File: config.mk
export PLATFORM = sky130hd
export DESIGN_NAME = eth_ipv4_tcp_header_parser
export DESIGN_NICKNAME = d
export VERILOG_FILES = /design/src/rtl/eitp_pkg.sv /design/src/rtl/eth_ipv4_tcp_header_parser.sv
export VERILOG_INCLUDE_DIRS = /design/src /design/src/rtl
export SDC_FILE = /design/constraint.sdc
export NUM_CORES = 1
export LEC_CHECK = 0
export BUFFER_PORTS_ARGS = -buffer_cell sky130_fd_sc_hd__buf_2
export CAP_MARGIN = 20
export CORE_ASPECT_RATIO = 1.25
export CORE_MARGIN = 1.5
export CORE_UTILIZATION = 42
export DETAILED_ROUTE_END_ITERATION = 6
export PLACE_DENSITY = 0.58
export SYNTH_ARGS = -nofsm -noshare
export SYNTH_HDL_FRONTEND = slang
export SYNTH_SLANG_ARGS = --single-unit
File: constraint.sdc
create_clock -name clk -period 10.66 [get_ports clk]
set_input_delay 0 -clock clk [delete_from_list [all_inputs] [get_ports clk]]
set_output_delay 0 -clock clk [all_outputs]
set_load 0.1 [all_outputs]
File: src/rtl/eth_ipv4_tcp_header_parser_macros.svh
// ----------------------------------------------------------------------------
// Assertion macros for the Ethernet/IPv4/TCP header parser
// Each macro expands to one labeled concurrent assertion, reset-qualified.
// ----------------------------------------------------------------------------
`ifndef ETH_IPV4_TCP_HEADER_PARSER_MACROS_SVH
`define ETH_IPV4_TCP_HEADER_PARSER_MACROS_SVH

// Same-cycle implication: cons must hold whenever ante holds.
`define EITP_ASSERT_IMP(lbl, clk_s, rstn_s, ante, cons, msg) \
  lbl: assert property (@(posedge clk_s) disable iff (!rstn_s) (ante) |-> (cons)) \
    else $error(msg);

// Next-cycle implication: cons must hold in the cycle after ante.
`define EITP_ASSERT_NXT(lbl, clk_s, rstn_s, ante, cons, msg) \
  lbl: assert property (@(posedge clk_s) disable iff (!rstn_s) (ante) |=> (cons)) \
    else $error(msg);

`endif

File: src/rtl/eitp_pkg.sv
// ----------------------------------------------------------------------------
// eitp_pkg
// Constants, result type and helpers for the Ethernet/IPv4/TCP header parser.
// ----------------------------------------------------------------------------
`timescale 1ns / 1ps

package eitp_pkg;

  // Result kinds
  localparam logic [1:0] KIND_HEADER = 2'd0;
  localparam logic [1:0] KIND_CHAR   = 2'd1;
  localparam logic [1:0] KIND_TRUNC  = 2'd2;

  // Protocol constants
  localparam logic [15:0] ETHERTYPE_IPV4 = 16'h0800;
  localparam logic [7:0]  PROTO_TCP      = 8'd6;
  localparam logic [3:0]  MIN_WORDS      = 4'd5;
  localparam logic [7:0]  ETH_HDR_LEN    = 8'd14;

  // Byte offsets within the frame
  localparam logic [15:0] OFF_SRC_MAC    = 16'd6;
  localparam logic [15:0] OFF_ETYPE      = 16'd12;
  localparam logic [15:0] OFF_ETYPE_LAST = 16'd13;
  localparam logic [15:0] OFF_VER_IHL    = 16'd14;
  localparam logic [15:0] OFF_TOT_LEN    = 16'd16;
  localparam logic [15:0] OFF_TOT_LAST   = 16'd17;
  localparam logic [15:0] OFF_PROTO      = 16'd23;
  localparam logic [15:0] OFF_SRC_IP     = 16'd26;
  localparam logic [15:0] OFF_DST_IP     = 16'd30;
  localparam logic [15:0] OFF_IP_END     = 16'd34;
  localparam logic [15:0] OFF_TCP_DOFF   = 16'd12;
  localparam logic [15:0] OFF_PORTS_LEN  = 16'd4;
  localparam logic [15:0] OFF_MAX        = 16'hFFFF;

  // Display masking
  localparam logic [7:0] PRINT_LO = 8'd32;
  localparam logic [7:0] PRINT_HI = 8'd126;
  localparam logic [7:0] CHAR_LF  = 8'h0A;
  localparam logic [7:0] CHAR_CR  = 8'h0D;
  localparam logic [7:0] DOT_CHAR = 8'h2E;

  // Result queue
  localparam int QDEPTH = 3;
  localparam int QPTR_W = $clog2(QDEPTH);
  localparam int QCNT_W = $clog2(QDEPTH + 1);

  typedef struct packed {
    logic [1:0]  kind;
    logic [47:0] dst_mac;
    logic [47:0] src_mac;
    logic [31:0] src_ip;
    logic [31:0] dst_ip;
    logic [15:0] src_port;
    logic [15:0] dst_port;
    logic [15:0] payload_length;
    logic [7:0]  shown_char;
    logic        run_last;
  } result_t;

  function automatic logic [7:0] mask_char(input logic [7:0] b);
    logic keep;
    keep = (b >= PRINT_LO && b <= PRINT_HI) || b == CHAR_LF || b == CHAR_CR;
    return keep ? b : DOT_CHAR;
  endfunction

  function automatic logic [QPTR_W-1:0] q_inc(input logic [QPTR_W-1:0] p);
    return (p == QPTR_W'(QDEPTH - 1)) ? '0 : p + QPTR_W'(1);
  endfunction

endpackage

File: src/rtl/eth_ipv4_tcp_header_parser.sv
// ----------------------------------------------------------------------------
// eth_ipv4_tcp_header_parser
// Streaming Ethernet/IPv4/TCP header parser with display-masked payload.
// ----------------------------------------------------------------------------
//  Channel | Ports                                   | Direction | Handshake
//  --------+-----------------------------------------+-----------+----------
//  in      | in_data_byte, in_frame_end              | input     | valid/ready
//  out     | out_kind .. out_run_last (10 fields)    | output    | valid/ready
//
//  One frame byte is taken per cycle while in_ready is high; its results land in a
//  three-entry result queue and reach the output once the older entries are gone.
//  A frame-final byte may yield two results (summary or character, then the
//  truncation record); the queue absorbs both in the same cycle.
//  in_ready is high while the queue holds at most one item, so a stalled
//  output stops the input before the queue can overflow; a drained queue never holds it back.
//  Reset (rst_n low, synchronous) empties the queue and clears the parse state.
// ----------------------------------------------------------------------------
`timescale 1ns / 1ps

`include "eth_ipv4_tcp_header_parser_macros.svh"

module eth_ipv4_tcp_header_parser (
  input  logic        clk,
  input  logic        rst_n,
  input  logic        in_valid,
  output logic        in_ready,
  input  logic [7:0]  in_data_byte,
  input  logic        in_frame_end,
  output logic        out_valid,
  input  logic        out_ready,
  output logic [1:0]  out_kind,
  output logic [47:0] out_dst_mac,
  output logic [47:0] out_src_mac,
  output logic [31:0] out_src_ip,
  output logic [31:0] out_dst_ip,
  output logic [15:0] out_src_port,
  output logic [15:0] out_dst_port,
  output logic [15:0] out_payload_length,
  output logic [7:0]  out_shown_char,
  output logic        out_run_last
);

  // --------------------------------------------------------------------------
  // Parse state
  // --------------------------------------------------------------------------
  logic [15:0] off_r, off_nxt;               // byte offset, saturating
  logic        drop_r, drop_nxt;             // rest of frame is ignored
  logic [3:0]  tcp_words_r, tcp_words_nxt;   // TCP data offset, 0 until seen
  logic [15:0] payload_left_r, payload_left_nxt;

  // Captured header fields (fully overwritten before use, no reset)
  logic [47:0] dst_mac_r, dst_mac_nxt;
  logic [47:0] src_mac_r, src_mac_nxt;
  logic [15:0] eth_type_r, eth_type_nxt;
  logic [3:0]  ip_words_r, ip_words_nxt;
  logic [15:0] ip_total_r, ip_total_nxt;
  logic [31:0] src_ip_r, src_ip_nxt;
  logic [31:0] dst_ip_r, dst_ip_nxt;
  logic [31:0] port_pair_r, port_pair_nxt;

  // Result queue
  eitp_pkg::result_t                 q_mem [eitp_pkg::QDEPTH];
  logic [eitp_pkg::QPTR_W-1:0]       wr_ptr_r, wr_ptr_nxt;
  logic [eitp_pkg::QPTR_W-1:0]       rd_ptr_r, rd_ptr_nxt;
  logic [eitp_pkg::QCNT_W-1:0]       count_r, count_nxt;

  logic        in_fire;
  logic        pop;
  logic        active;
  logic [7:0]  t_start;      // offset of the TCP header
  logic [7:0]  h_end;        // offset of the first payload byte
  logic [7:0]  h_last;       // offset of the last TCP header byte
  logic [6:0]  hdr_len;      // IP plus TCP header bytes
  logic [15:0] pl_total;     // payload length from the IP total length
  logic [15:0] pl_dec;
  logic [15:0] pl_after;
  logic [15:0] etype_now;
  logic        in_ports;
  logic        tcp_hit;
  logic        drop_now;
  logic        emit_ok;
  logic        hdr_hit;
  logic        char_hit;
  logic        trunc_hit;
  logic        first_v;
  logic        second_v;
  logic [1:0]  push_n;
  eitp_pkg::result_t res_a, res_b, slot0;

  assign in_ready  = count_r < eitp_pkg::QCNT_W'(2);
  assign in_fire   = in_valid && in_ready;
  assign out_valid = count_r != '0;
  assign pop       = out_valid && out_ready;
  assign active    = !drop_r;

  // --------------------------------------------------------------------------
  // Header geometry from the captured IHL and data offset
  // --------------------------------------------------------------------------
  assign t_start  = eitp_pkg::ETH_HDR_LEN + {2'b00, ip_words_r, 2'b00};
  assign h_end    = t_start + {2'b00, tcp_words_r, 2'b00};
  assign h_last   = h_end - 8'd1;
  assign hdr_len  = {1'b0, ip_words_r, 2'b00} + {1'b0, tcp_words_r, 2'b00};
  assign pl_total = (ip_total_r > {9'b0, hdr_len}) ? ip_total_r - {9'b0, hdr_len} : '0;
  assign pl_dec   = payload_left_r - 16'd1;

  assign etype_now = {eth_type_r[7:0], in_data_byte};
  assign in_ports  = off_r >= eitp_pkg::OFF_IP_END && off_r >= {8'b0, t_start}
                     && off_r < {8'b0, t_start} + eitp_pkg::OFF_PORTS_LEN;
  assign tcp_hit   = off_r >= eitp_pkg::OFF_IP_END
                     && off_r == {8'b0, t_start} + eitp_pkg::OFF_TCP_DOFF;

  // Drop on wrong ethertype, short IHL, non-TCP protocol or short data offset
  assign drop_now = (off_r == eitp_pkg::OFF_ETYPE_LAST && etype_now != eitp_pkg::ETHERTYPE_IPV4)
                 || (off_r == eitp_pkg::OFF_VER_IHL && in_data_byte[3:0] < eitp_pkg::MIN_WORDS)
                 || (off_r == eitp_pkg::OFF_PROTO && in_data_byte != eitp_pkg::PROTO_TCP)
                 || (tcp_hit && in_data_byte[7:4] < eitp_pkg::MIN_WORDS);

  // Emission only once the TCP data offset is known
  assign emit_ok   = active && !drop_now && tcp_words_r >= eitp_pkg::MIN_WORDS;
  assign hdr_hit   = emit_ok && off_r == {8'b0, h_last};
  assign char_hit  = emit_ok && !hdr_hit && off_r >= {8'b0, h_end} && payload_left_r != '0;
  assign pl_after  = hdr_hit ? pl_total : (char_hit ? pl_dec : payload_left_r);
  assign trunc_hit = emit_ok && in_frame_end && off_r >= {8'b0, h_last} && pl_after != '0;

  assign first_v  = in_fire && (hdr_hit || char_hit);
  assign second_v = in_fire && trunc_hit;
  assign push_n   = {1'b0, first_v} + {1'b0, second_v};

  // --------------------------------------------------------------------------
  // Result records
  // --------------------------------------------------------------------------
  always_comb begin
    res_b                = '0;
    res_b.kind           = eitp_pkg::KIND_TRUNC;
    res_b.dst_mac        = dst_mac_r;
    res_b.src_mac        = src_mac_r;
    res_b.src_ip         = src_ip_r;
    res_b.dst_ip         = dst_ip_r;
    res_b.src_port       = port_pair_r[31:16];
    res_b.dst_port       = port_pair_r[15:0];
    res_b.payload_length = pl_after;

    res_a = '0;
    if (hdr_hit) begin
      res_a                = res_b;
      res_a.kind           = eitp_pkg::KIND_HEADER;
      res_a.payload_length = pl_total;
    end else begin
      res_a.kind       = eitp_pkg::KIND_CHAR;
      res_a.shown_char = eitp_pkg::mask_char(in_data_byte);
      res_a.run_last   = pl_dec == '0;
    end

    // Truncation alone takes the first slot
    slot0 = first_v ? res_a : res_b;
  end

  // --------------------------------------------------------------------------
  // Next parse state
  // --------------------------------------------------------------------------
  always_comb begin
    off_nxt          = off_r;
    drop_nxt         = drop_r;
    tcp_words_nxt    = tcp_words_r;
    payload_left_nxt = payload_left_r;
    dst_mac_nxt      = dst_mac_r;
    src_mac_nxt      = src_mac_r;
    eth_type_nxt     = eth_type_r;
    ip_words_nxt     = ip_words_r;
    ip_total_nxt     = ip_total_r;
    src_ip_nxt       = src_ip_r;
    dst_ip_nxt       = dst_ip_r;
    port_pair_nxt    = port_pair_r;

    if (in_fire && active) begin
      if (off_r < eitp_pkg::OFF_SRC_MAC) begin
        dst_mac_nxt = {dst_mac_r[39:0], in_data_byte};
      end else if (off_r < eitp_pkg::OFF_ETYPE) begin
        src_mac_nxt = {src_mac_r[39:0], in_data_byte};
      end else if (off_r < eitp_pkg::OFF_VER_IHL) begin
        eth_type_nxt = etype_now;
      end else if (off_r == eitp_pkg::OFF_VER_IHL) begin
        ip_words_nxt = in_data_byte[3:0];
      end else if (off_r == eitp_pkg::OFF_TOT_LEN || off_r == eitp_pkg::OFF_TOT_LAST) begin
        ip_total_nxt = {ip_total_r[7:0], in_data_byte};
      end else if (off_r >= eitp_pkg::OFF_SRC_IP && off_r < eitp_pkg::OFF_DST_IP) begin
        src_ip_nxt = {src_ip_r[23:0], in_data_byte};
      end else if (off_r >= eitp_pkg::OFF_DST_IP && off_r < eitp_pkg::OFF_IP_END) begin
        dst_ip_nxt = {dst_ip_r[23:0], in_data_byte};
      end

      if (in_ports) begin
        port_pair_nxt = {port_pair_r[23:0], in_data_byte};
      end
      if (tcp_hit) begin
        tcp_words_nxt = in_data_byte[7:4];
      end

      drop_nxt         = drop_now;
      payload_left_nxt = pl_after;
      if (off_r != eitp_pkg::OFF_MAX) begin
        off_nxt = off_r + 16'd1;
      end
    end

    // Frame end: return to the start of the next frame
    if (in_fire && in_frame_end) begin
      off_nxt          = '0;
      drop_nxt         = 1'b0;
      tcp_words_nxt    = '0;
      payload_left_nxt = '0;
    end
  end

  // --------------------------------------------------------------------------
  // Queue pointers
  // --------------------------------------------------------------------------
  always_comb begin
    case (push_n)
      2'd1:    wr_ptr_nxt = eitp_pkg::q_inc(wr_ptr_r);
      2'd2:    wr_ptr_nxt = eitp_pkg::q_inc(eitp_pkg::q_inc(wr_ptr_r));
      default: wr_ptr_nxt = wr_ptr_r;
    endcase
    rd_ptr_nxt = pop ? eitp_pkg::q_inc(rd_ptr_r) : rd_ptr_r;
    count_nxt  = count_r + eitp_pkg::QCNT_W'(push_n) - eitp_pkg::QCNT_W'(pop);
  end

  always_ff @(posedge clk) begin
    if (!rst_n) begin
      off_r          <= '0;
      drop_r         <= 1'b0;
      tcp_words_r    <= '0;
      payload_left_r <= '0;
      wr_ptr_r       <= '0;
      rd_ptr_r       <= '0;
      count_r        <= '0;
    end else begin
      off_r          <= off_nxt;
      drop_r         <= drop_nxt;
      tcp_words_r    <= tcp_words_nxt;
      payload_left_r <= payload_left_nxt;
      wr_ptr_r       <= wr_ptr_nxt;
      rd_ptr_r       <= rd_ptr_nxt;
      count_r        <= count_nxt;
    end
  end

  always_ff @(posedge clk) begin
    dst_mac_r   <= dst_mac_nxt;
    src_mac_r   <= src_mac_nxt;
    eth_type_r  <= eth_type_nxt;
    ip_words_r  <= ip_words_nxt;
    ip_total_r  <= ip_total_nxt;
    src_ip_r    <= src_ip_nxt;
    dst_ip_r    <= dst_ip_nxt;
    port_pair_r <= port_pair_nxt;
  end

  // Write up to two results per cycle
  always_ff @(posedge clk) begin
    if (push_n != 2'd0) begin
      q_mem[wr_ptr_r] <= slot0;
    end
    if (push_n == 2'd2) begin
      q_mem[eitp_pkg::q_inc(wr_ptr_r)] <= res_b;
    end
  end

  // --------------------------------------------------------------------------
  // Output: head of the queue
  // --------------------------------------------------------------------------
  assign out_kind           = q_mem[rd_ptr_r].kind;
  assign out_dst_mac        = q_mem[rd_ptr_r].dst_mac;
  assign out_src_mac        = q_mem[rd_ptr_r].src_mac;
  assign out_src_ip         = q_mem[rd_ptr_r].src_ip;
  assign out_dst_ip         = q_mem[rd_ptr_r].dst_ip;
  assign out_src_port       = q_mem[rd_ptr_r].src_port;
  assign out_dst_port       = q_mem[rd_ptr_r].dst_port;
  assign out_payload_length = q_mem[rd_ptr_r].payload_length;
  assign out_shown_char     = q_mem[rd_ptr_r].shown_char;
  assign out_run_last       = q_mem[rd_ptr_r].run_last;

  // --------------------------------------------------------------------------
  // Assertions
  // --------------------------------------------------------------------------
  `EITP_ASSERT_IMP(a_two_only_at_end, clk, rst_n, in_fire && push_n == 2'd2, in_frame_end, "two results from a byte that does not end the frame")
  `EITP_ASSERT_IMP(a_drop_silent, clk, rst_n, in_fire && drop_r, push_n == 2'd0, "result emitted from a dropped frame")
  `EITP_ASSERT_NXT(a_last_char_empties, clk, rst_n, in_fire && char_hit && payload_left_r == 16'd1, payload_left_r == 16'd0, "payload count not empty after last character")
  `EITP_ASSERT_NXT(a_frame_restart, clk, rst_n, in_fire && in_frame_end, off_r == 16'd0 && !drop_r && tcp_words_r == 4'd0, "parser not restarted after frame end")

endmodule

==> metrics.txt, run 1 <==
# TYPE chip_impl_metric gauge
chip_impl_info{name="result_of_the_run",value="completed"} 1
chip_impl_metric{name="r2r_slack",unit="ps"} 2000
chip_impl_metric{name="worstMarginPinSlew",unit="ps"} 1120
chip_impl_metric{name="grt_max_degree",unit=""} 219
chip_impl_metric{name="tns",unit="ps"} 0
chip_impl_info{name="rsz0062_at_grt",value="false"} 1
chip_impl_metric{name="initial_utilization",unit="%"} 42.4
chip_impl_metric{name="layout.cell_area.non_filler",unit="mm2"} 0.0455
chip_impl_info{name="synth_ff_type",value="edfxtp_1"} 1
chip_impl_metric{name="drv_slew",unit=""} 0
chip_impl_metric{name="drt_pass1_iterations",unit=""} 5
chip_impl_metric{name="area.growth.synth_to_final",unit="%"} 13.8
chip_impl_metric{name="worst_clock_skew",unit="ps"} 36.9
chip_impl_metric{name="num-fill-cells",unit=""} 8231
chip_impl_metric{name="clkSinkCount",unit=""} 922
chip_impl_metric{name="finish.net_count",unit=""} 3349
chip_impl_metric{name="total_power",unit="mW"} 7.22
chip_impl_metric{name="worst-endpoint-arrival",unit="ps"} 8950
chip_impl_info{name="worstSetupPathType",value="reg2reg"} 1
chip_impl_metric{name="synth_cell_type_count",unit=""} 74
chip_impl_metric{name="die-area",unit="mm2"} 0.0971
chip_impl_metric{name="edff_count_synth",unit=""} 844
chip_impl_metric{name="power_per_standard_cell_area",unit="mW/mm2"} 159
chip_impl_metric{name="clkLatencyLatePin",unit="ps"} 660
chip_impl_metric{name="synth_top_area_share",unit="%"} 63.4
chip_impl_info{name="clock_tree_from_tritoncts",value="built"} 1
chip_impl_metric{name="antenna_violating_nets_post_route",unit=""} 0
chip_impl_metric{name="cts-htree-levels",unit=""} 3
chip_impl_info{name="setup.worst_path.end_class",value="flop"} 1
chip_impl_metric{name="row_count",unit=""} 126
chip_impl_metric{name="syn_area_per_cell",unit="um2"} 12.9
chip_impl_metric{name="clock.fmax",unit="MHz"} 115
chip_impl_metric{name="drc",unit=""} 0
chip_impl_metric{name="die_outline_height",unit="um"} 348
chip_impl_metric{name="ys_seq_elements",unit=""} 922
chip_impl_metric{name="vdd_drop_max",unit="V"} 0.000104
chip_impl_metric{name="synth_warnings",unit=""} 0
chip_impl_metric{name="top_level_ports",unit=""} 234
chip_impl_metric{name="min_period",unit="ps"} 8660
chip_impl_info{name="post_synth_main_area_contributors",value="edfxtp_1 63%, and2_1 9.2%, mux2i_1 5.6%, dfxtp_1 3.9%, o21ai_0 3.4%"} 1
chip_impl_metric{name="worst_setup_hold_path_clk_slew",unit="ps"} 60
chip_impl_metric{name="vias",unit=""} 24200
chip_impl_info{name="synth_area_leader_cell",value="edfxtp_1"} 1
chip_impl_metric{name="post-dp-hpwl",unit="mm"} 58.6
chip_impl_metric{name="power.static_leakage",unit="nW"} 15.1
chip_impl_metric{name="syn_nets",unit=""} 3161
chip_impl_info{name="critPathLaunchType",value="flop"} 1
chip_impl_metric{name="slew_headroom",unit="%"} 24.4
chip_impl_metric{name="critPathMaxFanout",unit=""} 96
chip_impl_metric{name="worst_ep_required_time",unit="ps"} 10950
chip_impl_metric{name="postSynthCellCount",unit=""} 3099
chip_impl_info{name="layout_commonest_cell",value="edfxtp_1"} 1
chip_impl_info{name="clk_tree_root_cell",value="clkbuf_16"} 1
chip_impl_metric{name="syn_area",unit="mm2"} 0.0400
chip_impl_metric{name="post_drt_via_cell_ratio",unit=""} 5.28
chip_impl_metric{name="report.final.hold_viol_count",unit=""} 0
chip_impl_metric{name="placeableCoreArea",unit="mm2"} 0.0944
chip_impl_metric{name="synthArstFlopShare",unit="%"} 0
chip_impl_metric{name="max_cap_viol_count",unit=""} 0
chip_impl_metric{name="place.port_buffers",unit=""} 233
chip_impl_info{name="hold_path_class",value="in2reg"} 1
chip_impl_metric{name="holdWs",unit="ps"} 134
chip_impl_metric{name="groute.usage.overall",unit="%"} 20.4
chip_impl_metric{name="grt_first_pass_wirelength",unit="mm"} 151
chip_impl_metric{name="place_congestion",unit=""} 0.885
chip_impl_metric{name="max_root_sink_buffers",unit=""} 3
chip_impl_metric{name="cts_bufs_inserted",unit=""} 92
chip_impl_info{name="layout_common_cells",value="844 x edfxtp_1, 585 x and2_1, 323 x nand2_1"} 1
chip_impl_metric{name="drtIter0Drc",unit=""} 1689
chip_impl_metric{name="grt_antenna_before_repair",unit=""} 3
chip_impl_metric{name="gr_ovfl_total",unit=""} 0
chip_impl_metric{name="n_antenna_cell",unit=""} 0
chip_impl_metric{name="drt_wl_total",unit="mm"} 100
chip_impl_metric{name="postPlaceCellArea",unit="mm2"} 0.0424
chip_impl_metric{name="wire_per_inst",unit="um"} 21.9
chip_impl_metric{name="sequential_cell_area_fraction_in_the_yosys_report",unit="%"} 67.3
chip_impl_metric{name="grt_pass1_vias",unit=""} 24500
chip_impl_metric{name="fin_crit_sh",unit="%"} 81.2
chip_impl_metric{name="setup-violations-final",unit=""} 0
chip_impl_metric{name="proportion_of_layout_cells_with_a_drive_suffix_above_1",unit="%"} 13.4
chip_impl_metric{name="die_w",unit="um"} 279
-- cells in the mapped netlist, types with 17 or more instances --
cell,n
a211oi_1,17
a21oi_1,79
and2_1,585
buf_1,17
clkbuf_1,153
dfxtp_1,78
edfxtp_1,844
ha_1,46
inv_1,36
mux2i_1,223
nand2_1,324
nand3_1,20
nor2_1,108
nor2b_1,20
nor3_1,31
o21ai_0,273
xnor2_1,29
xor2_1,17
-- power breakdown --
| part | total (mW) | leakage, nW | internal [mW] | switching, mW |
|---|---|---|---|---|
| Clock | 3.21 | 1.46 | 1.83 | 1.38 |
| Combinational | 0.0899 | 5.70 | 0.0260 | 0.0638 |
| Sequential | 3.92 | 7.93 | 3.91 | 0.0166 |
| Total | 7.22 | 15.1 | 5.77 | 1.46 |
-- layout make-up --
type                       count  area, um2  share of cell area [%]
inverter                      36        158                   0.346
timing repair buffer         280       1650                    3.63
sequential                   922      26900                    59.1
clock buffer                 110       2440                    5.37
tap                         1216       1520                    3.34
clock inverter                59        538                    1.18
multi-input combinational   1955      12300                    27.0
-- worst max-delay path, stage by stage (launching register included) --
cell and delay, ps:
edfxtp_1 620, inv_1 220, ha_1 370, xnor2_1 390
ha_1 350, a21o_1 170, a21oi_1 180, xnor2_1 100
ha_1 290, and4_1 240, nand4_1 150, nand2b_1 330
a31oi_1 570, nand2b_1 350, nor3_1 560, and3b_1 260
nand4_1 130, o31a_1 180, ha_1 290, nand3b_1 700
and2_1 580, inv_8 680, buf_4 500
-- sequential cells by signal, summed over array words and instances (netlist names), named ones only --
name            flops
q_mem             657
dst_mac_r          48
src_mac_r          48
dst_ip_r           32
port_pair_r        32
src_ip_r           32
ip_total_r         16
off_r              16
payload_left_r     16
eth_type_r          8
ip_words_r          4
tcp_words_r         4
count_r             2
rd_ptr_r            2
wr_ptr_r            2
drop_r              1
-- final timing paths --
path,end,start,depth (start not counted)
min,wr_ptr_r[1],in_frame_end,7
max,q_mem[2][100],ip_words_r[0],22
max reg2reg,q_mem[2][100],ip_words_r[0],22
min reg2reg,q_mem[2][1],q_mem[2][1],2
-- routing by layer --
metal | share of wire (%) | track usage, %
met5 | 0 | 0
met2 | 51 | 36.0
met3 | 3.9 | 2.66
met4 | 2.3 | 5.86
met1 | 43 | 26.2
-- kinds of logic (layout without fill, tap and decap cells) --
family | count (synthesis) | in the layout | synth area share, %
adders and majority gates | 49 | 49 | 1.59
buffers and inverters | 222 | 485 | 2.21
muxes | 224 | 224 | 5.61
xor gates and xnor gates | 46 | 46 | 1.01
DFF | 922 | 922 | 67.3
AOI/OAI and AO/OA | 447 | 447 | 6.29
and+or+nand+nor | 1189 | 1189 | 16.0
-- through the flow --
stage | util, % | std cells | worst slack, ps
after floorplan | - | 3099 | 395
after detailed placement | 44.9 | 4396 | 2000
after global routing | 48.2 | 4578 | 1440
after global placement | 44.9 | 4396 | 2270
after CTS | 48.2 | 4576 | 1980
final | 48.2 | 4578 | 2000
-- repair_timing --
| item | in CTS | in global routing |
|---|---|---|
| hold buffers | 11 | 0 |
| endpoints found under the hold margin | 88 | 0 |
| setup buffers | 0 | 0 |
| gates resized for setup | 0 | 0 |
(Power assumes the default switching activity.)
==> run 2, diff against run 1 <==
==> constraint.sdc (replaced) <==
create_clock -name clk -period 7.9 [get_ports clk]
set_input_delay 0 -clock clk [delete_from_list [all_inputs] [get_ports clk]]
set_output_delay 0 -clock clk [all_outputs]
set_load 0.1 [all_outputs]
==> run 2 against run 1 <==
The flow now finishes with violations (antenna rules); total power up 36%; register-to-register slack got worse by 1000 ps; sequential power increased by 35%; clock power is 37% higher; flip-flop and latch count is the same; sequential share of layout area decreased by 0.47 points; cell area rose by 0.80%; largest power group unchanged; combinational power increased by 38%; hold slack got worse by 26 ps.
==> metrics.txt, run 2 (synthesis results as in run 1) <==
# TYPE chip_impl_metric gauge
chip_impl_metric{name="hold_path_depth",unit=""} 7
chip_impl_metric{name="grt_antenna_before_repair",unit=""} 4
chip_impl_metric{name="power_per_standard_cell_area",unit="mW/mm2"} 214
chip_impl_info{name="result_of_the_run",value="finished, violations left"} 1
chip_impl_metric{name="cts-htree-levels",unit=""} 3
chip_impl_metric{name="reg2regPathDepth",unit=""} 26
chip_impl_metric{name="grt_pass1_vias",unit=""} 25300
chip_impl_info{name="layout_common_cells",value="844 x edfxtp_1, 584 x and2_1, 323 x nand2_1"} 1
chip_impl_metric{name="cts_bufs_inserted",unit=""} 94
chip_impl_metric{name="worst-endpoint-arrival",unit="ps"} 7260
chip_impl_info{name="worstSetupPathType",value="reg2reg"} 1
chip_impl_metric{name="place_congestion",unit=""} 0.899
chip_impl_metric{name="top_level_ports",unit=""} 234
chip_impl_metric{name="row_count",unit=""} 126
chip_impl_metric{name="placeableCoreArea",unit="mm2"} 0.0944
chip_impl_metric{name="die_outline_height",unit="um"} 348
chip_impl_info{name="layout_commonest_cell",value="edfxtp_1"} 1
chip_impl_metric{name="groute.usage.overall",unit="%"} 20.9
chip_impl_metric{name="drtIter0Drc",unit=""} 1721
chip_impl_metric{name="worst_ep_required_time",unit="ps"} 8260
chip_impl_metric{name="clock.fmax",unit="MHz"} 145
chip_impl_info{name="critPathTopFamily",value="simple AND/OR/NAND/NOR gates"} 1
chip_impl_metric{name="gr_ovfl_total",unit=""} 0
chip_impl_metric{name="finish.net_count",unit=""} 3367
chip_impl_metric{name="setup-violations-final",unit=""} 0
chip_impl_metric{name="min_period",unit="ps"} 6900
chip_impl_metric{name="drt_wl_total",unit="mm"} 101
chip_impl_metric{name="drv_slew",unit=""} 0
chip_impl_metric{name="worst_clock_skew",unit="ps"} 38.5
chip_impl_metric{name="clkSinkCount",unit=""} 922
chip_impl_metric{name="worstMarginPinSlew",unit="ps"} 1260
chip_impl_metric{name="wl_met1",unit="mm"} 42.7
chip_impl_info{name="largestRegisters",value="q_mem: 657 flops, dst_mac_r: 48 flops, src_mac_r: 48 flops"} 1
chip_impl_info{name="failed_checks",value="antenna rules"} 1
chip_impl_metric{name="fin_crit_sh",unit="%"} 87.4
chip_impl_metric{name="drc",unit=""} 0
chip_impl_metric{name="max_root_sink_buffers",unit=""} 3
chip_impl_metric{name="vias",unit=""} 24400
chip_impl_metric{name="post_cts.resized_instances",unit=""} 0
chip_impl_metric{name="post_drt_via_cell_ratio",unit=""} 5.30
chip_impl_metric{name="clkLatencyLatePin",unit="ps"} 690
chip_impl_info{name="critPathLaunchType",value="flop"} 1
chip_impl_metric{name="met2RoutedLength",unit="mm"} 50.5
chip_impl_metric{name="preCtsSetupSlack",unit="ps"} 1080
chip_impl_info{name="top_layer",value="met5"} 1
chip_impl_info{name="setup.worst_path.end_class",value="flop"} 1
chip_impl_metric{name="slowest_delay",unit="ps"} 680
chip_impl_info{name="rsz0062_at_grt",value="false"} 1
chip_impl_info{name="max_flop_register",value="q_mem"} 1
chip_impl_metric{name="vdd_drop_max",unit="V"} 0.000165
chip_impl_info{name="hold_path_class",value="in2reg"} 1
chip_impl_metric{name="met3_length",unit="mm"} 4.98
chip_impl_metric{name="worst_setup_hold_path_clk_slew",unit="ps"} 50
chip_impl_metric{name="largest_reg_flops",unit=""} 657
chip_impl_metric{name="post-dp-hpwl",unit="mm"} 60.3
chip_impl_metric{name="fin_ws",unit="ps"} 999
chip_impl_metric{name="power.static_leakage",unit="nW"} 15.2
chip_impl_info{name="clk_tree_root_cell",value="clkbuf_16"} 1
chip_impl_metric{name="die_w",unit="um"} 279
chip_impl_info{name="cp_max_delay_cell",value="edfxtp_1"} 1
chip_impl_metric{name="grt_first_pass_wirelength",unit="mm"} 154
chip_impl_metric{name="die-area",unit="mm2"} 0.0971
chip_impl_metric{name="postCtsSetupBuffers",unit=""} 0
chip_impl_metric{name="proportion_of_layout_cells_with_a_drive_suffix_above_1",unit="%"} 14.3
chip_impl_metric{name="max_cap_viol_count",unit=""} 0
chip_impl_metric{name="hold_buffers",unit=""} 11
chip_impl_metric{name="cp_num_cells",unit=""} 26
chip_impl_metric{name="layout.cell_area.non_filler",unit="mm2"} 0.0459
chip_impl_metric{name="grt_max_degree",unit=""} 239
chip_impl_metric{name="report.final.hold_viol_count",unit=""} 0
chip_impl_metric{name="initial_utilization",unit="%"} 42.4
chip_impl_metric{name="drt_pass1_iterations",unit=""} 5
chip_impl_metric{name="place.port_buffers",unit=""} 233
chip_impl_metric{name="tns",unit="ps"} 0
chip_impl_metric{name="critPathMaxFanout",unit=""} 78
chip_impl_metric{name="wire_per_inst",unit="um"} 22.0
chip_impl_metric{name="slew_headroom",unit="%"} 16.1
chip_impl_metric{name="postPlaceCellArea",unit="mm2"} 0.0427
chip_impl_info{name="clock_tree_from_tritoncts",value="built"} 1
chip_impl_metric{name="area.growth.synth_to_final",unit="%"} 14.7
chip_impl_metric{name="antenna_violating_nets_post_route",unit=""} 1
chip_impl_metric{name="cp.buffers_inverters",unit=""} 6
[run 2: cell count changes in the layout (fill, tap and decap cells not counted), moves of 4 or more]
cell | previous run | this run
ha_1 | 46 | 41
clkbuf_1 | 13 | 17
inv_16 | 1 | 5
buf_4 | 28 | 37
diode_2 | 0 | 7
buf_12 | 7 | 14
[run 2: cell type report]
type                            count  area [um2]
Tap cell                         1216        1520
Inverter                           36         151
Clock buffer                      117        2530
Fill cell                        8229       48600
Multi-Input combinational cell   1955       12400
Timing Repair Buffer              296        1840
Antenna cell                        7        17.5
Sequential cell                   922       26900
Clock inverter                     55         531
[run 2: worst reg2reg max path: cells and delay by family (launching register included)]
kind	cells	cell delay (ps)
DFF	1	680
AOI/OAI and AO/OA	6	1320
xor gates and xnor gates	1	130
buffers and inverters	6	1340
adders and majority gates	4	1340
and+or+nand+nor	9	1750
[run 2: where the power goes]
group          switching, mW  leakage [nW]  internal (mW)  total (mW)
Combinational         0.0876          5.77         0.0362       0.124
Sequential            0.0225          7.93           5.27        5.30
Clock                   1.91          1.50           2.49        4.40
[run 2: routing by layer]
layer,vias up,GRT usage (%)
li1,11500,-
met1,12100,26.0
met2,605,36.3
met3,167,3.69
met4,2,7.61
met5,-,0
[run 2: path summary, 6_finish.rpt]
path / startpoint / endpoint / slack, ps
min reg2reg: ip_total_r[2] / ip_total_r[10] / 450
max reg2reg: ip_words_r[0] / q_mem[2][97] / 1000
max: ip_words_r[0] / q_mem[2][97] / 1000
min: in_frame_end / wr_ptr_r[1] / 110
[run 2: through the flow]
| stage | hold WS [ps] | cells | util, % | total power [mW] |
|---|---|---|---|---|
| floorplan | 98.9 | 3099 | - | 5.46 |
| global placement | 329 | 4413 | 45.2 | 5.52 |
| detailed placement | 338 | 4414 | 45.2 | 5.52 |
| CTS | 74.1 | 4597 | 48.6 | 9.93 |
| global route | 161 | 4597 | 48.6 | 10.1 |
| finish | 109 | 4604 | 48.6 | 9.82 |
